$ cat src/ffba_pkg.sv
// ffba_pkg: shared types, codes and constants of the first-fit block allocator
// no dependencies; compiled before every other file of the block

package ffba_pkg;

    // fixed field widths
    localparam int WORD_W    = 32;
    localparam int TYPE_W    = 2;
    localparam int STATUS_W  = 2;
    localparam int HDR_W     = 8;
    localparam int CFG_IDX_W = 2;

    // defaults for the top-level parameters
    localparam int MAX_BLOCKS_DEF = 64;
    localparam int ADDR_BITS_DEF  = 32;

    // command queue between front and back, power of two
    localparam int QUEUE_DEPTH = 2;

    // configuration register indexes
    localparam logic [CFG_IDX_W-1:0] CFG_HEAP_BASE   = 2'd0;
    localparam logic [CFG_IDX_W-1:0] CFG_HEAP_LIMIT  = 2'd1;
    localparam logic [CFG_IDX_W-1:0] CFG_HEADER_SIZE = 2'd2;

    // configuration reset values
    localparam logic [WORD_W-1:0] HEAP_BASE_RST   = 32'h0000_0000;
    localparam logic [WORD_W-1:0] HEAP_LIMIT_RST  = 32'hFFFF_FFFF;
    localparam logic [HDR_W-1:0]  HEADER_SIZE_RST = 8'd24;

    // request types
    typedef enum logic [TYPE_W-1:0] {
        REQ_ALLOC  = 2'd0,
        REQ_FREE   = 2'd1,
        REQ_RESIZE = 2'd2,
        REQ_ZALLOC = 2'd3
    } t_req;

    // result status codes
    typedef enum logic [STATUS_W-1:0] {
        ST_OK      = 2'd0,
        ST_ZERO    = 2'd1,
        ST_NOSPACE = 2'd2,
        ST_UNKNOWN = 2'd3
    } t_status;

    // work kinds handed from front to back
    typedef enum logic [1:0] {
        CMD_DONE   = 2'd0,
        CMD_ALLOC  = 2'd1,
        CMD_FREE   = 2'd2,
        CMD_RESIZE = 2'd3
    } t_cmd_kind;

    // classified command
    typedef struct packed {
        t_cmd_kind         kind;
        t_status           status;
        logic              zero_fill;
        logic [WORD_W-1:0] size;
        logic [WORD_W-1:0] addr;
    } t_cmd;

endpackage

$ cat src/ffba_queue.sv
// ffba_queue: short command queue decoupling front and back
// depends on ffba_pkg for the command type and depth

module ffba_queue (
    input  logic             i_clk,
    input  logic             i_rst_n,
    input  logic             i_push,
    input  ffba_pkg::t_cmd   i_data,
    output logic             o_ready,
    output logic             o_valid,
    output ffba_pkg::t_cmd   o_data,
    input  logic             i_pop
);
    import ffba_pkg::*;

    localparam int QW = (QUEUE_DEPTH > 1) ? $clog2(QUEUE_DEPTH) : 1;
    localparam logic [QW:0] FULL = (QW+1)'(QUEUE_DEPTH);

    t_cmd              r_mem [QUEUE_DEPTH];
    logic [QW-1:0]     r_wr_ptr;
    logic [QW-1:0]     r_rd_ptr;
    logic [QW:0]       r_cnt;
    logic              do_push;
    logic              do_pop;

    assign o_ready = (r_cnt != FULL);
    assign o_valid = (r_cnt != '0);
    assign o_data  = r_mem[r_rd_ptr];
    assign do_push = i_push && o_ready;
    assign do_pop  = i_pop && o_valid;

    // pointers and fill count
    always_ff @(posedge i_clk) begin
        if (!i_rst_n) begin
            r_wr_ptr <= '0;
            r_rd_ptr <= '0;
            r_cnt    <= '0;
        end else begin
            if (do_push) begin
                r_wr_ptr <= r_wr_ptr + QW'(1);
            end
            if (do_pop) begin
                r_rd_ptr <= r_rd_ptr + QW'(1);
            end
            if (do_push && !do_pop) begin
                r_cnt <= r_cnt + (QW+1)'(1);
            end else if (do_pop && !do_push) begin
                r_cnt <= r_cnt - (QW+1)'(1);
            end
        end
    end

    // storage
    always_ff @(posedge i_clk) begin
        if (do_push) begin
            r_mem[r_wr_ptr] <= i_data;
        end
    end

endmodule

$ cat config.mk
export PLATFORM = sky130hd
export DESIGN_NAME = ffba_queue
export DESIGN_NICKNAME = d
export VERILOG_FILES = /design/src/ffba_pkg.sv /design/src/ffba_queue.sv
export SDC_FILE = /design/constraint.sdc
export NUM_CORES = 1
export LEC_CHECK = 0
export BUFFER_PORTS_ARGS = -buffer_cell sky130_fd_sc_hd__buf_4
export CAP_MARGIN = 20
export CORE_ASPECT_RATIO = 1.5
export CORE_MARGIN = 1.5
export CORE_UTILIZATION = 30
export DETAILED_ROUTE_END_ITERATION = 10
export GPL_TIMING_DRIVEN = 0
export SLEW_MARGIN = 20
export SYNTH_ARGS = -nofsm -noshare
export SYNTH_HDL_FRONTEND = slang
export SYNTH_SLANG_ARGS = --single-unit
$ cat constraint.sdc
create_clock -name i_clk -period 3.02 [get_ports i_clk]
set_clock_uncertainty 0.15 [all_clocks]
set_input_delay 0.151 -clock i_clk [delete_from_list [all_inputs] [get_ports i_clk]]
set_output_delay 0.151 -clock i_clk [all_outputs]
set_load 0.05 [all_outputs]
# Yosys cells after proc, flatten, opt, wreduce, memory -nomap -nowiden

Memory sizes are Yosys's and may differ from the RTL's. A register that Yosys moved wholly into a read port is not among the register bits.
Index checks and enable logic that the tools add are counted.

Memories kept: 1
Bits of input ports: 73
RAM bits: 138
Logic and storage cells: 23
Output and inout bits: 71
Register bits: 4

Memories:

| memory | words | bits a word | rd ports | clocked after Yosys merged registers in | wr ports | line             | text |
|---|---|---|---|---|---|---|---|
| r_mem  | 2     | 69          | 1        | 1                                       | 1        | ffba_queue.sv:19 | `t_cmd r_mem [QUEUE_DEPTH];` |

Reduce and logical (&&, ||, !) cells: 8
$add $sub $neg: 4
Equal/unequal tests: 1
Muxes and demuxes: 6

Operators with widths:

| kind                                             | number |
|---|---|
| logical AND 1 bit                                | 4 |
| 2-to-1 mux 1 bit                                 | 4 |
| 2-to-1 mux 2 bit                                 | 2 |
| nonzero test 2 bit                               | 2 |
| adder 1 bit, second input constant               | 2 |
| adder 2 x 1 -> 2 bit, second input constant      | 1 |
| zero test 1 bit                                  | 2 |
| inequality test 2 bit, second input constant     | 1 |
| subtractor 2 x 1 -> 2 bit, second input constant | 1 |

# Longest topological paths before layout

Depth in word-level cells: 6
Mapped depth: 6
Mapped depth without buffers: 6

# Worst setup path before layout

OpenSTA, ideal clock, no wires.

Kind: register to register
Start point: register r_cnt[0]
End point: memory r_mem[1][0] (netlist bit) (enable)
Data required time: 2.435 ns
Clock period less this slack: 2.933 ns
Path slack: 0.087 ns
Arrival time: 2.348 ns
Setup time: 0.435 ns
Cell stages (with the launch flop): 3
Buffers on the path: 0
Path through: dfxtp_1 > nand2b_4 > and3_1

Cells in the longest elaborated chain, start to end: 4

Ends and longest elaborated chain:

| item                                   | line             | text |
|---|---|---|
| start, declared                        | ffba_queue.sv:22 | `logic [QW:0] r_cnt;` |
| start signal, assigned                 | ffba_queue.sv:46 | `r_cnt <= r_cnt + (QW+1)'(1);` |
| start signal, assigned                 | ffba_queue.sv:48 | `r_cnt <= r_cnt - (QW+1)'(1);` |
| inequality test 2 bit                  | ffba_queue.sv:26 | `assign o_ready = (r_cnt != FULL);` |
| via o_ready                            | ffba_queue.sv:9  | `output logic o_ready,` |
| logical AND 1 bit                      | ffba_queue.sv:29 | `assign do_push = i_push && o_ready;` |
| 2-to-1 mux 1 bit                       | ffba_queue.sv:55 | `if (do_push) begin` |
| 2-to-1 mux 1 bit (not written as such) | ffba_queue.sv:56 | `r_mem[r_wr_ptr] <= i_data;` |
| end, declared                          | ffba_queue.sv:19 |  |

The timed path passes the listed nets, and every way through them passes these cells.

==> results.tsv <==
stage	metric	value	unit
run_status	status	complete, no violations	
routing	final WL	10.77	mm
cts	Max clock buf depth	2	
routing	Iter 0 DRT Violations	60	
layout	n_diodes	0	
min_path	Hold WC Path Type	in2reg	
synth	fraction of the mapped netlist area in compound gates	0.6660	%
synth	mapped cell area	0.005260	sq mm
layout	layout cell share with drive strength beyond 1	52.77	%
worst_setup_path	WS Path Type	reg2out	
sta	# setup viols final	0	
synth	xor/xnor share of the synthesized area	0.4995	%
job	max-cap viol count	0	
cts	cts repair resizes	0	
cts	clock root buffer	clkbuf_16	
synth	syn_area_per_cell	22.01	sq um
global_route	gr ovfl total	0	
synth	synth unique cells	21	
layout	Filler Cell Count	1546	
synth	mux cell area share after synthesis	15.49	%
placement	RD Place Congestion	0.6471	
synth	sequential fraction of the synthesis area	80.69	%
layout	fin nets	548	
routing	DRT antenna net count	0	
synth	Synth Register Bits	143	
cts	CTS tree	done	
sta	Max Fclk	496.7	MHz
worst_setup_path	Worst setup SP type	register	
placement	DP Area	0.006648	sq mm
placement	buffers added on ports	143	
cts	CTS Sinks	143	
sta	Worst Tran Pin Value	643.6	ps
power_and_ir_drop	part of the power in the clock network	29.3	%
routing	vias per std cell	4.279	
sta	Hold Worst Slack	74.37	ps
sta	Tmin final	2013	ps
synth	Post-Synth Simple-Gate Area	1.237	%
die	I/O pins	144	
worst_setup_path	Worst Setup End Kind	output port	
routing	First-pass DRT Iterations	4	
power_and_ir_drop	LEAKAGE	0.003013	uW
layout	Multi-input gate area	958.4	sq um
routing	via count	2995	
worst_setup_path	required time of the critical path	2720	ps
global_route	largest net degree at the start of global routing	43	
die	chip height	165.2	microns
sta	slew margin rel.	57.09	%
synth	adder-cell share of the synthesized area	0.2379	%
cts	setup bufs post-CTS	0	
placement	placed insts	597	
die	die width	111.1	microns
die	Core Region	0.01727	sq mm
die	initial core utilization	30.45	%
layout	storage element area	0.004244	sq mm
power_and_ir_drop	Peak VDD IR	0.7409	mV
layout	Final Instance Area	0.007969	sq mm
synth	largest family of logic cells by synthesized area	multiplexers	
global_route	first-pass GRT wire length	16.82	mm
cts	Clk Latency, worst-skew pair	400	ps
cts	htree depth	4	
synth	YS warnings	0	
routing	Routed WL per cell	15.39	microns
power_and_ir_drop	net switching power	2561	uW
cts	hold_buf cts	71	
sta	RSZ-0062 raised after global routing	false	
sta	fin crit share	66.67	%
die	num rows	59	
layout	Finished Layout Cells	700	
power_and_ir_drop	P_int	4738	uW
cts	cts bufs inserted	17	
power_and_ir_drop	Switching Share	35.08	%
worst_setup_path	worst-path maximum fanout	10	
global_route	Total GRT Usage	11.97	%
layout	P&R area growth vs syn	51.50	%
routing	Post-route DRC	0	
die	die area	0.01835	sq mm
worst_setup_path	critical path data arrival time	1710	ps
power_and_ir_drop	Comb power frac	35.7	%
sta	Pins Over Slew Limit	0	
global_route	initial antenna violation count	0	
global_route	vias in the first global route	3320	
synth	Synth Net Count	313	
power_and_ir_drop	P per Cell Area	915.9	mW/mm^2
sta	Fin. Hold Viols	0	
power_and_ir_drop	total power	7299	uW
synth	Synth Instances	239	
placement	hpwl dp	6.800	mm
cts	clock slew at reported path FFs	60	ps
power_and_ir_drop	register share of total power	34.9	%
path summary, 6_finish.rpt:
path	start	end	slack, ps	depth (start not counted)
hold / removal	i_pop	register	70	4
setup reg to reg	r_cnt[0]	r_mem[1][22]	1020	3
hold reg to reg	r_cnt[1]	r_cnt[1]	420	2
setup / recovery	register	o_data[47]	1010	5
synthesized netlist by cell type:
| cell | instances | share of area [%] |
|---|---|---|
| inv_1 | 1 | 0.071 |
| mux2_2 | 59 | 13 |
| a21bo_2 | 1 | 0.19 |
| or2_2 | 1 | 0.12 |
| edfxtp_1 | 138 | 79 |
| o21ai_1 | 1 | 0.095 |
| or3_1 | 1 | 0.12 |
| a21boi_1 | 1 | 0.14 |
| nand3b_1 | 1 | 0.14 |
| xnor2_1 | 2 | 0.33 |
| and3_1 | 1 | 0.12 |
| and2_1 | 4 | 0.48 |
| xor2_1 | 1 | 0.17 |
| dfxtp_1 | 5 | 1.9 |
| o21ai_0 | 1 | 0.095 |
| buf_6 | 3 | 0.64 |
| ha_1 | 1 | 0.24 |
| a21boi_0 | 1 | 0.14 |
| nand2b_4 | 1 | 0.26 |
| buf_2 | 5 | 0.48 |
| mux2_4 | 10 | 2.9 |
metrics by stage:
step / setup TNS (ps) / util (%) / setup slack (ps)
finish: 0 / 46.13 / 1007
global route: 0 / 46.13 / 892.0
CTS: 0 / 46.13 / 942.1
detailed placement: 0 / 38.48 / 1002
global placement: -90680 / 38.21 / -853.6
floorplan: 0 / - / 86.90
layout by cell type, fill, tap and decap left out, types with 2 or more instances in the layout:
cell type      netlist  routed
mux2_2              59      59
mux2_4              10      10
buf_2                5       5
bufinv_16            0       3
xnor2_1              2       2
dlygate4sd3_1        0      71
buf_6                3       3
edfxtp_1           138     138
buf_4                0     143
inv_6                0       3
and2_1               4       4
buf_12               0       2
dfxtp_1              5       5
clkinv_4             0       4
clkbuf_16            0      17
clkinvlp_4           0       2
power groups by stage:
stage	registers, uW	clock network (uW)	logic, uW
2_1_floorplan	2580	0	1830
3_3_place_gp	2600	0	2520
3_5_place_dp	2590	0	2570
4_1_cts	2550	2210	2650
5_1_grt	2570	2280	2750
6_report	2550	2140	2610
worst max-delay path, cell delays in order, from the launching register on:
cell and delay (ps):
dfxtp_1 320, buf_6 120, buf_6 170, buf_6 190, mux2_4 310, buf_4 190
sequential cells by signal, summed over array words and instances, names as in the netlist, named ones only:
register / count
r_rd_ptr: 1
r_wr_ptr: 1
r_cnt: 2
r_mem: 138
routing by layer:
layer | routed length [microns] | vias up | track usage, % | share of wire [%]
met4 | 116 | 0 | 4.661 | 1.1
met2 | 6060 | 81 | 22.47 | 56
li1 | - | 1417 | - | -
met5 | 0 | - | 0 | 0
met1 | 4123 | 1492 | 12.91 | 38
met3 | 469 | 5 | 3.066 | 4.4
layout make-up:
| class | instances | area share (%) |
|---|---|---|
| buffer | 8 | 0.7379 |
| tap | 213 | 3.344 |
| timing repair buffer | 216 | 22.89 |
| inverter | 1 | 0.07851 |
| clock buffer | 18 | 5.385 |
| clock inverter | 14 | 2.277 |
| sequential | 143 | 53.26 |
| multi-input combinational | 87 | 12.03 |
logic make-up (layout without fill, tap and decap cells):
family,Yosys count,count (layout)
multiplexers,69,69
buffers and inverters,9,257
AND/OR/NAND/NOR,9,9
AO/OA/AOI/OAI,5,5
adder cells (fa/ha/maj),1,1
flip-flops,143,143
XOR/XNOR,3,3
Note: power is estimated with default switching activity, not from simulation.
