<file path="src/ffba_pkg.sv">
// ffba_pkg: shared types, codes and constants of the first-fit block allocator
// no dependencies; compiled before every other file of the block

package ffba_pkg;

    // fixed field widths
    localparam int WORD_W    = 32;
    localparam int TYPE_W    = 2;
    localparam int STATUS_W  = 2;
    localparam int HDR_W     = 8;
    localparam int CFG_IDX_W = 2;

    // defaults for the top-level parameters
    localparam int MAX_BLOCKS_DEF = 64;
    localparam int ADDR_BITS_DEF  = 32;

    // command queue between front and back, power of two
    localparam int QUEUE_DEPTH = 2;

    // configuration register indexes
    localparam logic [CFG_IDX_W-1:0] CFG_HEAP_BASE   = 2'd0;
    localparam logic [CFG_IDX_W-1:0] CFG_HEAP_LIMIT  = 2'd1;
    localparam logic [CFG_IDX_W-1:0] CFG_HEADER_SIZE = 2'd2;

    // configuration reset values
    localparam logic [WORD_W-1:0] HEAP_BASE_RST   = 32'h0000_0000;
    localparam logic [WORD_W-1:0] HEAP_LIMIT_RST  = 32'hFFFF_FFFF;
    localparam logic [HDR_W-1:0]  HEADER_SIZE_RST = 8'd24;

    // request types
    typedef enum logic [TYPE_W-1:0] {
        REQ_ALLOC  = 2'd0,
        REQ_FREE   = 2'd1,
        REQ_RESIZE = 2'd2,
        REQ_ZALLOC = 2'd3
    } t_req;

    // result status codes
    typedef enum logic [STATUS_W-1:0] {
        ST_OK      = 2'd0,
        ST_ZERO    = 2'd1,
        ST_NOSPACE = 2'd2,
        ST_UNKNOWN = 2'd3
    } t_status;

    // work kinds handed from front to back
    typedef enum logic [1:0] {
        CMD_DONE   = 2'd0,
        CMD_ALLOC  = 2'd1,
        CMD_FREE   = 2'd2,
        CMD_RESIZE = 2'd3
    } t_cmd_kind;

    // classified command
    typedef struct packed {
        t_cmd_kind         kind;
        t_status           status;
        logic              zero_fill;
        logic [WORD_W-1:0] size;
        logic [WORD_W-1:0] addr;
    } t_cmd;

endpackage

</file>
<file path="src/ffba_if.sv">
// ffba_if: request and response channel interfaces of the allocator
// depends on ffba_pkg for field widths

interface ffba_req_if;
    logic                           valid;
    logic                           ready;
    logic [ffba_pkg::TYPE_W-1:0]    req_type;
    logic [ffba_pkg::WORD_W-1:0]    req_size;
    logic [ffba_pkg::WORD_W-1:0]    req_address;
    logic [ffba_pkg::WORD_W-1:0]    element_count;
    logic [ffba_pkg::WORD_W-1:0]    element_bytes;

    modport source (
        output valid, req_type, req_size, req_address, element_count, element_bytes,
        input  ready
    );
    modport sink (
        input  valid, req_type, req_size, req_address, element_count, element_bytes,
        output ready
    );
endinterface


</file>
<file path="src/ffba_front.sv">
// ffba_front: accepts request transactions, forms the zeroed-allocate size
// and classifies each request into a command; depends on ffba_pkg, ffba_if

module ffba_front (
    input  logic             i_clk,
    input  logic             i_rst_n,
    ffba_req_if.sink         i_req,
    output logic             o_cmd_valid,
    output ffba_pkg::t_cmd   o_cmd,
    input  logic             i_cmd_ready
);
    import ffba_pkg::*;

    logic                    r_vld;
    t_req                    r_type;
    logic [WORD_W-1:0]       r_size;
    logic [WORD_W-1:0]       r_addr;
    logic [2*WORD_W-1:0]     r_prod;
    logic [WORD_W-1:0]       total;

    assign i_req.ready = !r_vld || i_cmd_ready;
    assign o_cmd_valid = r_vld;

    // input stage valid
    always_ff @(posedge i_clk) begin
        if (!i_rst_n) begin
            r_vld <= 1'b0;
        end else if (i_req.ready) begin
            r_vld <= i_req.valid;
        end
    end

    // input stage payload, element product registered
    always_ff @(posedge i_clk) begin
        if (i_req.valid && i_req.ready) begin
            r_type <= t_req'(i_req.req_type);
            r_size <= i_req.req_size;
            r_addr <= i_req.req_address;
            r_prod <= (2*WORD_W)'(i_req.element_count) * (2*WORD_W)'(i_req.element_bytes);
        end
    end

    // saturate the product to one word
    assign total = (|r_prod[2*WORD_W-1:WORD_W]) ? '1 : r_prod[WORD_W-1:0];

    // classify
    always_comb begin
        o_cmd.kind      = CMD_DONE;
        o_cmd.status    = ST_OK;
        o_cmd.zero_fill = 1'b0;
        o_cmd.size      = r_size;
        o_cmd.addr      = r_addr;
        unique case (r_type)
            REQ_ALLOC: begin
                if (r_size == '0) begin
                    o_cmd.status = ST_ZERO;
                end else begin
                    o_cmd.kind = CMD_ALLOC;
                end
            end
            REQ_FREE: begin
                // null free is ignored
                if (r_addr != '0) begin
                    o_cmd.kind = CMD_FREE;
                end
            end
            REQ_RESIZE: begin
                if (r_addr != '0) begin
                    o_cmd.kind = CMD_RESIZE;
                end else if (r_size == '0) begin
                    o_cmd.status = ST_ZERO;
                end else begin
                    o_cmd.kind = CMD_ALLOC;
                end
            end
            REQ_ZALLOC: begin
                o_cmd.size = total;
                if (total == '0) begin
                    o_cmd.status = ST_ZERO;
                end else begin
                    o_cmd.kind      = CMD_ALLOC;
                    o_cmd.zero_fill = 1'b1;
                end
            end
            default: begin
                o_cmd.kind = CMD_DONE;
            end
        endcase
    end

endmodule

</file>
<file path="src/flat_wrapper.sv">
// flat-port wrapper written by rule: the top's interface ports become plain ports
module ffba_front_flat import ffba_pkg::*;
  (i_clk, i_rst_n, o_cmd_valid, o_cmd, i_cmd_ready, i_req_valid, i_req_req_type, i_req_req_size, i_req_req_address, i_req_element_count, i_req_element_bytes, i_req_ready);
  ffba_req_if i_req_i ();
  input  logic i_clk;
  input  logic i_rst_n;
  output logic o_cmd_valid;
  output ffba_pkg::t_cmd o_cmd;
  input  logic i_cmd_ready;
  input wire logic [$bits(i_req_i.valid)-1:0] i_req_valid;
  input wire logic [$bits(i_req_i.req_type)-1:0] i_req_req_type;
  input wire logic [$bits(i_req_i.req_size)-1:0] i_req_req_size;
  input wire logic [$bits(i_req_i.req_address)-1:0] i_req_req_address;
  input wire logic [$bits(i_req_i.element_count)-1:0] i_req_element_count;
  input wire logic [$bits(i_req_i.element_bytes)-1:0] i_req_element_bytes;
  output wire logic [$bits(i_req_i.ready)-1:0] i_req_ready;
  assign i_req_i.valid = i_req_valid;
  assign i_req_i.req_type = i_req_req_type;
  assign i_req_i.req_size = i_req_req_size;
  assign i_req_i.req_address = i_req_req_address;
  assign i_req_i.element_count = i_req_element_count;
  assign i_req_i.element_bytes = i_req_element_bytes;
  assign i_req_ready = i_req_i.ready;
  ffba_front u_core (.i_clk(i_clk), .i_rst_n(i_rst_n), .i_req(i_req_i), .o_cmd_valid(o_cmd_valid), .o_cmd(o_cmd), .i_cmd_ready(i_cmd_ready));
endmodule
</file>
<file path="config.mk">
export PLATFORM = sky130hd
export DESIGN_NAME = ffba_front_flat
export DESIGN_NICKNAME = d
export VERILOG_FILES = /design/src/ffba_pkg.sv /design/src/ffba_if.sv /design/src/ffba_front.sv /design/src/flat_wrapper.sv
export SDC_FILE = /design/constraint.sdc
export NUM_CORES = 2
export LEC_CHECK = 0
export BUFFER_PORTS_ARGS = -buffer_cell sky130_fd_sc_hd__buf_4
export CORE_MARGIN = 2
export CORE_UTILIZATION = 40
export DETAILED_ROUTE_END_ITERATION = 10
export HOLD_SLACK_MARGIN = 0.05
export PLACE_DENSITY_LB_ADDON = 0.12
export SLEW_MARGIN = 20
export SYNTH_ARGS = -nofsm -noshare
export SYNTH_HDL_FRONTEND = slang
export SYNTH_SLANG_ARGS = --single-unit
</file>
<file path="constraint.sdc">
create_clock -name i_clk -period 14.3 [get_ports i_clk]
set_input_delay 1.43 -clock i_clk [delete_from_list [all_inputs] [get_ports i_clk]]
set_output_delay 1.43 -clock i_clk [all_outputs]
set_load 0.03 [all_outputs]
</file>
# After elaboration in Yosys (flattened, before gate mapping)
# Cells that the tools add are included.
# W data, S select, Z words.
dict set report op_classes {
  n_addsub 0
  shift 0
  bitwise 0
  multipliers 1
  eq_ne 3
  n_reduce_logical 8
  order_cmp 0
  div 0
  mux 12
}
# operator n
set op_table {}
lappend op_table {{$logic_not A32 Y1} 2}
lappend op_table {{$mul A32 B32 Y64} 1}
lappend op_table {{$mux W33} 1}
lappend op_table {{$mux W32} 1}
lappend op_table {{$reduce_bool A32 Y1} 1}
lappend op_table {{$reduce_or A32 Y1} 1}
lappend op_table {{$pmux W2 S4} 1}
lappend op_table {{$mux W2} 3}
lappend op_table {{$pmux W2 S3} 1}
lappend op_table {{$mux W1} 5}
lappend op_table {{$eq A2 B2 Y1 const B} 2}
lappend op_table {{$eq A2 B1 Y1 const B} 1}
lappend op_table {{$logic_not A2 Y1} 1}
lappend op_table {{$logic_and A1 B1 Y1} 1}
lappend op_table {{$logic_not A1 Y1} 1}
lappend op_table {{$logic_or A1 B1 Y1} 1}
dict set report word_totals {
  inputBits 134
  romBits 0
  ram_bits 0
  latchBits 0
  n_memories 0
  elab_cells 29
  register_bits 131
}

# Depth between registers and ports, before layout
dict set report depth {
  word_depth 5
  depth_mapped 29
  mapped_depth_nobuf 27
}

# Worst setup path after synthesis
# OpenSTA, ideal clock, no wires.
dict set report synth_timing {
  kind {input port to flip-flop}
  startpoint {input port i_req_element_count[25]}
  endpoint {register u_core.r_prod[61], data pin}
  arrival_ns 7.881
  stages 26
  path_slack_ns 6.161
  required_time_ns 14.042
  setup_ns 0.258
  path_cell_list {clkbuf_1 > nand2_1 > fa_1 > inv_1 > fa_1 > inv_1 > fa_1 > inv_1 > fa_1 > fa_1 > fa_1 > fa_1 > inv_1 > fa_1 > inv_1 > ha_1 > clkbuf_1 > nand4_1 > or2_1 > nor3_1 > nand3_1 > o221ai_1 > nor2_1 > o21ai_1 > a31oi_1 > xnor2_1}
}
dict set report synth_via {
  elab_chain_len 1
}
# item line_no
set synth_lines {}
lappend synth_lines {{from (decl)} flat_wrapper.sv:14} ;# input wire logic [$bits(i_req_i.element_count)-1:0] i_req_element_count;
lappend synth_lines {{$mul A32 B32 Y64} ffba_front.sv:39} ;# r_prod <= (2*WORD_W)'(i_req.element_count) * (2*WORD_W)'(i_req.element_bytes);
lappend synth_lines {{to (signal assigned)} ffba_front.sv:39}
lappend synth_lines {{to (decl)} ffba_front.sv:18} ;# logic [2*WORD_W-1:0] r_prod;
# No other way between the ends.
# A chain may end at the register's enable or synchronous reset.

# Worst setup path after layout
dict set report layout_timing {
  startpoint {input port i_req_element_count[25]}
  endpoint {register u_core.r_prod[63], data pin}
}
# The elaborated chain is that of the path after synthesis.

==> results.md <==
- Outcome: completed
- Min Clock Period, post-route: 8.77 ns
- Clock sinks: between 100 and 150
- Register area share after synthesis: 10.3%
- Synth warn: 0
- Max_slew headroom: a little over a third
- Vias: 26593
- FILL cells: 9392
- Worst Max-Slew Pin Slew: ~0.98 ns
- Mapped Nets: 5236
- Grt ovf: 0
- FF-to-FF End: u_core.r_size[9]
- Initial antenna violation count: 11
- R2r setup slk: 11.86 ns
- CP Launch Type: primary input
- Core area: 94600 µm²
- Setup WS pre-CTS: slightly above 5 ns
- Worst Path Arrival: 8.94 ns
- I/O pin cnt: around 210
- RSZ-0062 raised after global routing: no
- Gate Count Post-Synth: 3943
- Syn_area_per_cell: slightly below 10 µm²
- FFs w/ async S/R, synth: 0%
- Max-slew violations: 0
- Routed wire per std cell: 22.2 µm
- Detail Placement HPWL: 87000 µm
- Post-CTS setup buffers: 0
- Fin Setup TNS: 0 ns
- Resized Gates After CTS: 0
- Crit Path Class: in -> reg
- Rows: ~110
- Initial Util: 40.2%
- Yosys cell types: 63
- Setup-failing EPs final: 0
- Largest net degree at the start of global routing: 75
- DRT iter0 DRCs: between 1500 and 2000
- Final worst path period share: 61.3%
- Mapped Area: between 30000 and 40000 µm²
- Largest fanout on the critical path: 32
- Endpoints failing hold: 0
- Detailed-route wire length: 116000 µm
- DP Cell Count: 5186
- H-Tree Depth: 4
- Critical path launch point: i_req_element_count[25]
- Worst setup EP type: flop
- Die height: 312 µm
- Cts-stage hold buffer count: 0
- Nets: 5233
- First-pass GRT wire length: around 180000 µm
- Max Cap Viol: 0
- Clock Path Buffers: 2
- Root buffer cell: clkbuf_16
- Total track usage: 24.6%
- Ranking of synthesized cells by area: fa_1, edfxtp_1, and2_1, ha_1, inv_1
- FF-to-FF path depth: 3
- DRC: 0
- Placed cell areas: 40300 µm²
- Most numerous cell in the Yosys netlist: fa_1
- Worst R2R Start: u_core.o_cmd_valid
- Main flop type after synthesis: edfxtp_1
- Worst Setup EP: u_core.r_prod[63]
- Synth top cells by count: fa_1, inv_1, and2_1
- Vias per inst: 5.09
- Synth top area share: 47.2%
- CTS tree: built
- Setup ws final: 5.53 ns
- Critical path data required time: roughly 14 ns
- Register bit total from synthesis: 131
- TritonRoute pass-1 iters: 5
- Layout cell share with drive strength beyond 1: 6.30%
- Post-Layout Inst Area: 40900 µm²
- Total die area: ~100000 µm²
- Fmax: 114 MHz
- Buffers added on ports: 203
- Tightest Hold Check Type: reg -> reg
- EDFF count, synth: 130
- Number of CTS-inserted buffers: 17
- Worst skew pair latency: 0.42 ns
- Worst-path clk slew: 0.06 ns
- Antenna-violating nets left: 0
- Syn-to-layout area delta: 7.54%
- Max Clock Skew: 0.0103 ns
- Area leader, netlist: fa_1
- Vias in the first global route: 29400
- Die width: 312 µm
- Finished Layout Cells: around 5200
- RePlAce Congestion: 0.888
## cells by family (layout without fill, tap and decap cells)
group	Yosys count	after routing	synth area share, %
and+or+nand+nor	1255	1255	17.2
adders and majority gates	1159	1159	55.9
buffers and inverters	1089	1098	10.8
AOI/OAI and AO/OA	244	244	4.35
DFF	131	131	10.3
xor gates and xnor gates	64	64	1.48
other	1	8	0.00987
## cell type report
| type | instances | area [µm²] | area share, % |
|---|---|---|---|
| clock inverter | 14 | 163 | 0.398 |
| tap | 1265 | 1580 | 3.87 |
| clock buffer | 17 | 425 | 1.04 |
| timing repair buffer | 205 | 1540 | 3.77 |
| inverter | 862 | 3240 | 7.92 |
| multi-input combinational | 2723 | 30000 | 73.4 |
| antenna | 7 | 17.5 | 0.0429 |
| sequential | 131 | 3920 | 9.60 |
## state kept, by name (all words and copies together), names as in the netlist
name,cells
u_core.o_cmd_valid,1
u_core.r_addr,32
u_core.r_prod,64
u_core.r_size,32
u_core.r_type,2
## stage by stage
step	utilization [%]	hold WS, ns
3_3_place_gp	42.6	0.557
4_1_cts	43.2	0.565
6_report	43.2	0.558
2_1_floorplan	-	0.885
3_5_place_dp	42.6	0.548
5_1_grt	43.2	0.626
## critical path: stages
cell	delay (ns)
buf_4	0.46
nand2_1	0.16
fa_1	0.56
inv_1	0.06
fa_1	0.52
inv_1	0.05
fa_1	0.55
inv_1	0.06
fa_1	0.48
fa_1	0.57
fa_1	0.43
fa_1	0.51
inv_1	0.05
fa_1	0.47
inv_1	0.04
ha_1	0.44
and4_1	0.31
nand4_1	0.24
nor4b_1	0.30
a22o_1	0.36
o2111ai_1	0.18
a21oi_1	0.31
o221ai_1	0.19
xnor2_1	0.15
## cells in the final DEF (no fill, tap or decap), drive strengths merged, types with 11 or more instances in the layout
cell,Yosys,final
a21oi,70,70
o22a,32,32
xnor2,38,38
edfxtp,130,130
ha,263,263
buf,11,205
xor2,26,26
nand2,499,499
nand3,11,11
a31oi,13,13
fa,896,896
nand4,25,25
inv,862,863
nor4,31,31
a21o,29,29
and2,605,605
clkbuf,216,17
nor2,41,41
o21ai,43,43
## worst min-delay path by stage
stage / from / slack (ns) / cells past startpoint / endpoint
floorplan: u_core.o_cmd_valid / 0.88 / 2 / u_core.o_cmd_valid
global placement: u_core.o_cmd_valid / 0.56 / 2 / u_core.o_cmd_valid
detailed placement: u_core.o_cmd_valid / 0.55 / 2 / u_core.o_cmd_valid
CTS: u_core.o_cmd_valid / 0.56 / 2 / u_core.o_cmd_valid
global route: u_core.o_cmd_valid / 0.63 / 2 / u_core.o_cmd_valid
finish: u_core.o_cmd_valid / 0.56 / 2 / u_core.o_cmd_valid
## metal layers
layer  global-route usage [%]  share of wire, %
met5                        0             0.032
met4                     8.49               3.9
met3                     2.99               4.5
met2                     43.8                52
met1                     30.8                40
Power is not shown: default switching activity piles up to over one toggle a cycle in this logic, so the estimate is an artifact.
